## config.mk

```make
export PLATFORM = sky130hd
export DESIGN_NAME = trajectory_gesture_classifier_unit
export DESIGN_NICKNAME = d
export VERILOG_FILES = /design/src/rtl/tgc_pkg.sv /design/src/rtl/tgc_window.sv /design/src/rtl/trajectory_gesture_classifier_unit.sv
export SDC_FILE = /design/constraint.sdc
export NUM_CORES = 1
export LEC_CHECK = 0
export ABC_AREA = 1
export BUFFER_PORTS_ARGS = -buffer_cell sky130_fd_sc_hd__buf_2
export CORE_UTILIZATION = 36
export DETAILED_ROUTE_END_ITERATION = 7
export PLACE_DENSITY = 0.59
export SYNTH_ARGS = -nofsm -noshare
export SYNTH_HDL_FRONTEND = slang
export SYNTH_SLANG_ARGS = --single-unit
```

## constraint.sdc

```tcl
create_clock -name clk -period 3.4 [get_ports clk]
set_clock_uncertainty 0.15 [all_clocks]
set_input_delay 0.34 -clock clk [delete_from_list [all_inputs] [get_ports clk]]
set_output_delay 0.34 -clock clk [all_outputs]
set_load 0.02 [all_outputs]
```

## src/rtl/tgc_pkg.sv

```systemverilog
`timescale 1ns / 1ps
// shared types and constants for the trajectory gesture classifier
// used by tgc_window and trajectory_gesture_classifier_unit
package tgc_pkg;

  localparam int COORD_BITS = 12;
  localparam int CFG_IDX_W  = 3;
  localparam int CFG_DATA_W = 12;

  typedef logic [COORD_BITS-1:0] coord_t;
  typedef logic [CFG_DATA_W-1:0] span_t;

  typedef enum logic [1:0] {
    GEST_NONE  = 2'd0,
    GEST_THROW = 2'd1,
    GEST_PET   = 2'd2,
    GEST_WIPE  = 2'd3
  } gesture_t;

  typedef enum logic [CFG_IDX_W-1:0] {
    CFG_THROW_MIN_Y = 3'd0,
    CFG_THROW_MAX_X = 3'd1,
    CFG_PET_MIN_X   = 3'd2,
    CFG_PET_MAX_Y   = 3'd3,
    CFG_WIPE_MIN_Y  = 3'd4,
    CFG_WIPE_MIN_X  = 3'd5
  } cfg_idx_t;

  localparam span_t RST_THROW_MIN_Y = 12'd500;
  localparam span_t RST_THROW_MAX_X = 12'd150;
  localparam span_t RST_PET_MIN_X   = 12'd300;
  localparam span_t RST_PET_MAX_Y   = 12'd350;
  localparam span_t RST_WIPE_MIN_Y  = 12'd300;
  localparam span_t RST_WIPE_MIN_X  = 12'd300;

  // classification thresholds as seen by the datapath
  typedef struct packed {
    span_t throw_min_y;
    span_t throw_max_x;
    span_t pet_min_x;
    span_t pet_max_y;
    span_t wipe_min_y;
    span_t wipe_min_x;
  } cfg_t;

  // one result beat
  typedef struct packed {
    coord_t   track_x;
    coord_t   track_y;
    logic     verdict_valid;
    gesture_t gesture;
  } res_t;

endpackage

```

## src/rtl/tgc_window.sv

```systemverilog
`timescale 1ns / 1ps
// tracked position, window extremes and span classification
// depends on tgc_pkg
module tgc_window #(
  parameter int WINDOW_POINTS = 15
) (
  input  logic                      clk,
  input  logic                      rst_n,
  input  logic                      step,
  input  logic                      object_found,
  input  tgc_pkg::coord_t           box_left,
  input  tgc_pkg::coord_t           box_top,
  input  tgc_pkg::coord_t           box_width,
  input  tgc_pkg::coord_t           box_height,
  input  tgc_pkg::cfg_t             cfg,
  output tgc_pkg::res_t             res
);
  import tgc_pkg::*;

  localparam int CNT_W = $clog2(WINDOW_POINTS + 1);
  localparam logic [CNT_W-1:0] CNT_FULL = CNT_W'(WINDOW_POINTS);
  localparam logic [CNT_W-1:0] CNT_ONE  = CNT_W'(1);

  coord_t last_x_r, last_x_nxt;
  coord_t last_y_r, last_y_nxt;
  logic [CNT_W-1:0] cnt_r, cnt_nxt;
  coord_t min_x_r, min_x_nxt, max_x_r, max_x_nxt;
  coord_t min_y_r, min_y_nxt, max_y_r, max_y_nxt;

  logic [COORD_BITS:0] sum_x, sum_y;
  coord_t ctr_x, ctr_y;
  logic   full, start;
  span_t  span_x, span_y;
  gesture_t verdict;

  // box centre, saturating on carry out
  assign sum_x = {1'b0, box_left} + {2'b00, box_width[COORD_BITS-1:1]};
  assign sum_y = {1'b0, box_top}  + {2'b00, box_height[COORD_BITS-1:1]};
  assign ctr_x = sum_x[COORD_BITS] ? '1 : sum_x[COORD_BITS-1:0];
  assign ctr_y = sum_y[COORD_BITS] ? '1 : sum_y[COORD_BITS-1:0];

  assign last_x_nxt = object_found ? ctr_x : last_x_r;
  assign last_y_nxt = object_found ? ctr_y : last_y_r;

  assign full  = (cnt_r == CNT_FULL);
  assign start = full || (cnt_r == '0);

  always_comb begin
    if (start) begin
      min_x_nxt = last_x_nxt;
      max_x_nxt = last_x_nxt;
      min_y_nxt = last_y_nxt;
      max_y_nxt = last_y_nxt;
    end else begin
      min_x_nxt = (last_x_nxt < min_x_r) ? last_x_nxt : min_x_r;
      max_x_nxt = (last_x_nxt > max_x_r) ? last_x_nxt : max_x_r;
      min_y_nxt = (last_y_nxt < min_y_r) ? last_y_nxt : min_y_r;
      max_y_nxt = (last_y_nxt > max_y_r) ? last_y_nxt : max_y_r;
    end
  end

  assign cnt_nxt = full ? CNT_ONE : cnt_r + CNT_ONE;

  // spans of the window just completed, in priority order
  assign span_x = max_x_r - min_x_r;
  assign span_y = max_y_r - min_y_r;

  always_comb begin
    if (span_y > cfg.throw_min_y && span_x < cfg.throw_max_x) begin
      verdict = GEST_THROW;
    end else if (span_x > cfg.pet_min_x && span_y < cfg.pet_max_y) begin
      verdict = GEST_PET;
    end else if (span_y > cfg.wipe_min_y && span_x > cfg.wipe_min_x) begin
      verdict = GEST_WIPE;
    end else begin
      verdict = GEST_NONE;
    end
  end

  assign res.track_x       = last_x_nxt;
  assign res.track_y       = last_y_nxt;
  assign res.verdict_valid = full;
  assign res.gesture       = full ? verdict : GEST_NONE;

  always_ff @(posedge clk) begin
    if (!rst_n) begin
      last_x_r <= '0;
      last_y_r <= '0;
      cnt_r    <= '0;
    end else if (step) begin
      last_x_r <= last_x_nxt;
      last_y_r <= last_y_nxt;
      cnt_r    <= cnt_nxt;
    end
  end

  // extremes are always written by the first point of a window
  always_ff @(posedge clk) begin
    if (step) begin
      min_x_r <= min_x_nxt;
      max_x_r <= max_x_nxt;
      min_y_r <= min_y_nxt;
      max_y_r <= max_y_nxt;
    end
  end

  a_cnt_range: assert property (@(posedge clk) disable iff (!rst_n)
    cnt_r <= CNT_FULL)
    else $error("window point count beyond window size");

  a_cnt_restart: assert property (@(posedge clk) disable iff (!rst_n)
    step && full |=> cnt_r == CNT_ONE)
    else $error("window did not restart after verdict");

  a_cnt_hold: assert property (@(posedge clk) disable iff (!rst_n)
    !step |=> $stable(cnt_r) && $stable(last_x_r) && $stable(last_y_r))
    else $error("tracking state moved without a beat");

  a_span_order: assert property (@(posedge clk) disable iff (!rst_n)
    full |-> (max_x_r >= min_x_r) && (max_y_r >= min_y_r))
    else $error("window extremes out of order");

endmodule

```

## src/rtl/trajectory_gesture_classifier_unit.sv

```systemverilog
`timescale 1ns / 1ps
// top level: config registers, tracking datapath and two-entry result buffer
// depends on tgc_pkg and tgc_window
//
// Takes one bounding box beat per cycle while in_ready is high. Its result
// beat (tracked position, and a gesture verdict on the beat that follows every
// WINDOW_POINTS-point window) is presented from an output register; a
// second skid entry behind it lets a beat be accepted in the same cycle the
// output is stalled, and in_ready drops only while that skid entry holds a
// beat. Sustained rate is one beat per cycle while out_ready is held high,
// set by the per-beat update of the running window extremes. Config writes are
// accepted every cycle and must only be issued while the block is idle.
module trajectory_gesture_classifier_unit #(
  parameter int WINDOW_POINTS = 15
) (
  input  logic                               clk,
  input  logic                               rst_n,
  input  logic                               in_valid,
  output logic                               in_ready,
  input  logic                               in_object_found,
  input  logic [tgc_pkg::COORD_BITS-1:0]     in_box_left,
  input  logic [tgc_pkg::COORD_BITS-1:0]     in_box_top,
  input  logic [tgc_pkg::COORD_BITS-1:0]     in_box_width,
  input  logic [tgc_pkg::COORD_BITS-1:0]     in_box_height,
  output logic                               out_valid,
  input  logic                               out_ready,
  output logic [tgc_pkg::COORD_BITS-1:0]     out_track_x,
  output logic [tgc_pkg::COORD_BITS-1:0]     out_track_y,
  output logic                               out_verdict_valid,
  output logic [1:0]                         out_gesture,
  input  logic                               cfg_valid,
  output logic                               cfg_ready,
  input  logic [tgc_pkg::CFG_IDX_W-1:0]      cfg_index,
  input  logic [tgc_pkg::CFG_DATA_W-1:0]     cfg_data
);
  import tgc_pkg::*;

  cfg_t cfg_r, cfg_nxt;
  res_t res_new;
  res_t out_r, skid_r;
  logic out_valid_r, skid_valid_r;
  logic in_fire;

  assign cfg_ready = 1'b1;

  always_comb begin
    cfg_nxt = cfg_r;
    if (cfg_valid) begin
      unique case (cfg_idx_t'(cfg_index))
        CFG_THROW_MIN_Y: cfg_nxt.throw_min_y = cfg_data;
        CFG_THROW_MAX_X: cfg_nxt.throw_max_x = cfg_data;
        CFG_PET_MIN_X:   cfg_nxt.pet_min_x   = cfg_data;
        CFG_PET_MAX_Y:   cfg_nxt.pet_max_y   = cfg_data;
        CFG_WIPE_MIN_Y:  cfg_nxt.wipe_min_y  = cfg_data;
        CFG_WIPE_MIN_X:  cfg_nxt.wipe_min_x  = cfg_data;
        default: ;
      endcase
    end
  end

  always_ff @(posedge clk) begin
    if (!rst_n) begin
      cfg_r.throw_min_y <= RST_THROW_MIN_Y;
      cfg_r.throw_max_x <= RST_THROW_MAX_X;
      cfg_r.pet_min_x   <= RST_PET_MIN_X;
      cfg_r.pet_max_y   <= RST_PET_MAX_Y;
      cfg_r.wipe_min_y  <= RST_WIPE_MIN_Y;
      cfg_r.wipe_min_x  <= RST_WIPE_MIN_X;
    end else begin
      cfg_r <= cfg_nxt;
    end
  end

  assign in_ready = !skid_valid_r;
  assign in_fire  = in_valid && in_ready;

  tgc_window #(
    .WINDOW_POINTS(WINDOW_POINTS)
  ) u_window (
    .clk         (clk),
    .rst_n       (rst_n),
    .step        (in_fire),
    .object_found(in_object_found),
    .box_left    (in_box_left),
    .box_top     (in_box_top),
    .box_width   (in_box_width),
    .box_height  (in_box_height),
    .cfg         (cfg_r),
    .res         (res_new)
  );

  // output register with one skid entry behind it
  always_ff @(posedge clk) begin
    if (!rst_n) begin
      out_valid_r  <= 1'b0;
      skid_valid_r <= 1'b0;
    end else if (!out_valid_r || out_ready) begin
      out_valid_r  <= skid_valid_r || in_fire;
      skid_valid_r <= 1'b0;
    end else if (in_fire) begin
      skid_valid_r <= 1'b1;
    end
  end

  always_ff @(posedge clk) begin
    if (!out_valid_r || out_ready) begin
      out_r <= skid_valid_r ? skid_r : res_new;
    end else if (in_fire) begin
      skid_r <= res_new;
    end
  end

  assign out_valid         = out_valid_r;
  assign out_track_x       = out_r.track_x;
  assign out_track_y       = out_r.track_y;
  assign out_verdict_valid = out_r.verdict_valid;
  assign out_gesture       = out_r.gesture;

  a_skid_behind_out: assert property (@(posedge clk) disable iff (!rst_n)
    skid_valid_r |-> out_valid_r)
    else $error("skid entry holds a beat while output register is empty");

  a_skid_fill: assert property (@(posedge clk) disable iff (!rst_n)
    $rose(skid_valid_r) |-> $past(out_valid_r && !out_ready && in_fire))
    else $error("skid entry filled without a stalled output");

endmodule

```

# Word level (Yosys, flattened, before mapping)
# Index checks and enable logic that the tools add are counted.
dict set report word_totals {
  input_bits 69
  ff_bits 204
  wordCells 91
  output_inout_bits 30
}
dict set report op_classes {
  bitwise 2
  n_lt_le_gt_ge 10
  n_eq_ne 6
  n_addsub 5
  mux 18
  reduce_logical 27
}
# cell count
set op_table {}
lappend op_table {{two-way mux 12 bit} 12}
lappend op_table {{greater-than comparator 12 bit} 6}
lappend op_table {{less-than comparator 12 bit} 4}
lappend op_table {{two-way mux 27 bit} 1}
lappend op_table {{adder 12 x 11 -> 13 bit} 2}
lappend op_table {{subtractor 12 bit} 2}
lappend op_table {{AND reduction 2 bit} 11}
lappend op_table {{two-way mux 2 bit} 4}
lappend op_table {{nonzero test 2 bit} 4}
lappend op_table {{== test 3 x 2 -> 1 bit, second input constant} 2}
lappend op_table {{== test 3 bit, second input constant} 2}
lappend op_table {{adder 4 x 1 -> 4 bit, second input constant} 1}
lappend op_table {{== test 4 bit, second input constant} 1}
lappend op_table {{logical AND 1 bit} 4}
lappend op_table {{zero test 4 bit} 1}
lappend op_table {{two-way mux 4 bit} 1}
lappend op_table {{== test 3 x 1 -> 1 bit, second input constant} 1}
lappend op_table {{zero test 3 bit} 1}
lappend op_table {{logical OR 1 bit} 3}
lappend op_table {{zero test 1 bit} 2}
lappend op_table {{inverter 1 bit} 2}
lappend op_table {{OR reduction 2 bit} 1}

# Depth between registers and ports, before layout
dict set report depth {
  word_depth 8
  depth_mapped 26
}

# Cells and area by module
# A second synthesis with hierarchy kept.
dict set report unflattened {
  hier_cells 1529
  area_unflattened_um2 12401.9
}
# module cells_each seq_area_each_um2 area_per_inst_um2 instances
set by_module_without_submodules {}
lappend by_module_without_submodules {tgc_window 984 2001.9 7584.8 1}
lappend by_module_without_submodules {trajectory_gesture_classifier_unit 545 3103.0 4817.1 1}

# Least setup slack after synthesis
# No wires, ideal clock.
dict set report synth_timing {
  path_type {input-to-reg}
  from {in in_box_left[0] in the netlist's numbering}
  to {reg u_window.max_x_r[0] (enable)}
  stages 20
  slack_ns -0.349
  t_required_ns 2.865
  arrival_time_ns 3.214
  setup_ns 0.385
  cell_sequence {ha_1 inv_1 fa_1 inv_1 nand2_1 nand2_1 nand3_1 nand2_2 a31oi_1 a21oi_1 o21ai_1 o21ai_1 inv_1 ha_1 nand4_1 nor3_1 a21oi_1 o211ai_1 o21ai_0 a21oi_1}
}
# item line_no
set synth_lines {}
lappend synth_lines {{start: declaration} trajectory_gesture_classifier_unit.sv:21} ;# input logic [tgc_pkg::COORD_BITS-1:0] in_box_left,
lappend synth_lines {{end signal: assignment} tgc_window.sv:101} ;# max_x_r <= max_x_nxt;
lappend synth_lines {{end: declaration} tgc_window.sv:27} ;# coord_t min_x_r, min_x_nxt, max_x_r, max_x_nxt;

# Worst setup path in the final report
dict set report layout_timing {
  from {reg u_window.max_x_r[0]}
  to {reg out_r (netlist bit out_gesture[0]), data pin}
}
dict set report layout_via {
  elab_chain_cells 8
}
# item line_no
set layout_rtl {}
lappend layout_rtl {{subtractor 12 bit *} tgc_window.sv:65} ;# assign span_x = max_x_r - min_x_r;
lappend layout_rtl {{greater-than comparator 12 bit} tgc_window.sv:73} ;# end else if (span_y > cfg.wipe_min_y && span_x > cfg.wipe_min_x) begin
lappend layout_rtl {{logical AND 1 bit} tgc_window.sv:73}
lappend layout_rtl {{two-way mux 2 bit} tgc_window.sv:73}
lappend layout_rtl {{two-way mux 2 bit} tgc_window.sv:71} ;# end else if (span_x > cfg.pet_min_x && span_y < cfg.pet_max_y) begin
lappend layout_rtl {{two-way mux 2 bit *} tgc_window.sv:69} ;# if (span_y > cfg.throw_min_y && span_x < cfg.throw_max_x) begin
lappend layout_rtl {{two-way mux 2 bit *} tgc_window.sv:83} ;# assign res.gesture = full ? verdict : GEST_NONE;
lappend layout_rtl {{two-way mux 27 bit *} trajectory_gesture_classifier_unit.sv:107} ;# out_r <= skid_valid_r ? skid_r : res_new;
lappend layout_rtl {{end signal: assignment} trajectory_gesture_classifier_unit.sv:107}
lappend layout_rtl {{end: declaration} trajectory_gesture_classifier_unit.sv:40} ;# res_t out_r, skid_r;
# Mark *: on every way between the ends. The rest lies on a longest branch, timed or not.
# A chain may end at the register's enable or synchronous reset.

==> impl_results.md <==
* Min Clock Period, post-route at 3.47 ns
* Syn Std Cell Area at 12000 sq um
* Commonest non-fill, non-tap cells in the layout: 216 x inv_1, 185 x nand2_1, 166 x buf_4, 157 x ha_1, 153 x a21oi_1
* Initial DRT Pass Iterations at 5
* Design Power at 8790 uW
* Routed vias at 9900
* Buf/Inv on CP at 2
* Via density per instance at 4.75
* Number of diodes at 0
* Worst min path class: in2reg
* RSZ-0062 raised after global routing: true
* Power Internal at 5860 uW
* Clk slew on worst S/H paths at 0.06 ns
* Post-Syn Area per Cell at 8.73 sq um
* I/O Buffers at 95
* Clock buffer depth at 3
* Pin count of the biggest net entering global routing at 93
* Slowest-stage cell, CP: edfxtp_1
* Layout Utilization at 46.6%
* Routed Wire Length at 29400 um
* Sw Ratio at 33.3%
* # DRC at 0
* DIE AREA at 34000 sq um
* Crit path max fanout at 2
* Synth cell types at 48
* Critical Path Start Type: register
* Area leader, netlist: edfxtp_1
* Measured slew at the worst slew-check pin at 0.920 ns
* Fmax at 288 MHz
* Final-report hold violation count at 0
* Gate Count Post-Synth at 1370
* Total grt overflow at 0
* MaxCap Viol Count at 0
* Worst-Skew Late Latency at 0.51 ns
* Crit path DAT at 3.58 ns
* Required time of the critical path at 3.51 ns
* Primary FF master, synth: edfxtp_1
* Sink Count at 204
* Crit-path leading delay family: simple AND/OR/NAND/NOR gates
* H-tree depth at 1
* Post-synth EDFFs at 102
* Worst Setup End Kind: register
* Ys async rst share at 0%
* Final HPWL DP at 22600 um
* Crit Path Category: reg2reg
* CTS tree: done
* Number of global-route vias before repair at 9492
* Leak pwr at 0.00705 uW
* Synthesized Nets at 1605
* Max-slew violations at 0
* Placement row count at 66
* Fin area at 15200 sq um
* Synth Register Bits at 204
* Share of Yosys cell area claimed by the top area cell type at 25.6%
* Die Wd at 184 um
* Starting Density at 36.7%
* Core ar. at 32600 sq um
* Slew HR at 38.7%
* Post-Place Cell Area at 14100 sq um
* Power per standard cell area at 579 nW/um^2
* # nets final at 1862
* Gr usage total at 17.5%
* Tcrit/Tclk final at 102%
* Layout cells sized above 1 at 23.3%
* Worst setup margin at -0.0713 ns
* Synth warn at 0
* Worst R2R Setup Slack at -0.07 ns
* VDD IR max at 394 uV
* Synth top area cells: edfxtp_1 26%, dfxtp_1 17%, ha_1 17%
* # setup viols final at 3
* CP most frequent cell: nand2_2
* DR WL/cell at 14.1 um
* Iter 0 DRT Violations at 510
* Die H at 184 um
* Sequential power share at 33.1%
* Most common cell after layout, fill and taps aside: inv_1
* First-pass GRT wire length at 47600 um
* Residual antenna-violating net count after detailed routing at 0
* CP max stage delay at 0.38 ns
* Top-Level Pins at 99
* Initial antenna violation count at 0
* Status: finished with violations
* Logic pwr share at 37.3%
* Proportion of power drawn by the clock network at 29.6%
* Failing checks: negative setup slack
* Fill cells at 3160
* GP Congestion at 0.845
* Register area share after synthesis at 42.7%
* P_sw at 2930 uW
* Root buf cell: clkbuf_16
* P&R area growth vs syn at 27.0%
* CTS Buf Count at 23
[through the flow]
stage	hold slack [ns]	setup TNS (ns)	worst slack, ns	instances
after global placement	0.299	-9.73	-0.224	2032
after detailed placement	0.304	-13.57	-0.353	2032
final	0.0197	-0.138	-0.0713	2085
after CTS	0.00265	-0.108	-0.0649	2081
after global routing	0.00582	-1.17	-0.369	2085
after floorplan	0.285	0	0.0138	1370
[worst reg2reg max path, cell delays in order (launching register included)]
cell,delay (ns)
edfxtp_1,0.38
inv_1,0.07
ha_2,0.17
inv_2,0.04
fa_2,0.34
nand3_2,0.07
nand2_2,0.06
nand3_2,0.07
nand2_2,0.06
nand3_2,0.06
nand2_2,0.06
nand2_2,0.08
nand2_2,0.06
a21oi_2,0.12
xor2_1,0.10
ha_1,0.29
nand2_2,0.08
nor2_4,0.09
nand4_1,0.16
nor2_2,0.19
a41oi_2,0.06
o21ai_2,0.11
nor2_1,0.06
nand2_1,0.11
nand2_1,0.06
nand3_1,0.07
nand2_1,0.05
[power by group through the flow]
stage | Sequential, uW | Combinational (uW) | Clock [uW]
floorplan | 3000 | 1840 | 0
global placement | 2960 | 3010 | 0
detailed placement | 2960 | 3090 | 0
CTS | 2910 | 3210 | 2650
global route | 2930 | 3720 | 2760
finish | 2910 | 3280 | 2600
[cell families (layout without fill, tap and decap cells)]
logic type	count (synthesis)	in the layout	share of synthesized area (%)
adder cells (fa/ha/maj)	166	166	17.6
buffers and inverters	260	533	8.19
XOR/XNOR	33	33	2.42
AND/OR/NAND/NOR	333	333	12.2
AO/OA/AOI/OAI	373	373	16.9
flip-flops	204	204	42.7
other	1	1	0.0313
[final timing paths]
| kind | from | to | depth (start not counted) |
|---|---|---|---|
| hold / removal | cfg_data[2] | cfg_r[26]$_SDFFE_PN1P_ | 3 |
| setup / recovery | u_window.max_x_r[0]$_DFFE_PP_ | out_gesture[0]$_DFFE_PP_ | 26 |
| setup reg to reg | u_window.max_x_r[0]$_DFFE_PP_ | out_gesture[0]$_DFFE_PP_ | 26 |
| hold reg to reg | cfg_r[53]$_SDFFE_PN0P_ | cfg_r[53]$_SDFFE_PN0P_ | 2 |
[final cells by class]
class	instances	area, sq um	area share, %
Multi-Input combinational cell	906	6110	40.3
Sequential cell	204	5110	33.6
Timing Repair Buffer	264	1770	11.7
Inverter	228	856	5.63
Clock buffer	27	611	4.02
Tap cell	442	553	3.64
Clock inverter	14	176	1.16
[repair_timing]
action,CTS,global route
setup endpoints to repair,4,28
hold endpoints to repair,3,0
buffers inserted,7,4
resized for setup,32,20
pin swaps,13,18
gates cloned,0,0
hold buffers,1,0
[per-layer routing]
metal	GRT usage, %	vias to the layer above	share of wire (%)
met5	0	-	0
met1	23.8	4509	48
met4	4.17	0	1.8
met2	29.3	161	46
met3	2.41	35	4.1
li1	-	5195	-
[flip-flops by register name, summed over array words and instances (netlist names), 2 cells and up]
name and cells:
u_window.max_x_r 12, u_window.min_x_r 12, u_window.last_x_r 12, u_window.max_y_r 12
out_gesture 2, out_track_y 12, skid_r 27, u_window.min_y_r 12
u_window.cnt_r 4, cfg_r 72, u_window.last_y_r 12, out_track_x 12
[cell usage after synthesis, types with 4 or more instances]
library cell	count
inv_1	222
o21ai_0	106
xor2_1	19
dfxtp_1	102
o211ai_1	24
a21oi_1	162
xnor2_1	14
nor2_1	57
nand2_2	6
fa_1	4
nand4_1	18
clkbuf_1	31
a211oi_1	8
edfxtp_1	102
o21ai_1	41
or2_2	5
o22ai_1	8
nor3_1	9
nand3_1	29
ha_1	162
a31oi_1	7
inv_2	5
nand2_1	193
No activity file was read; power rests on OpenSTA's default activity.
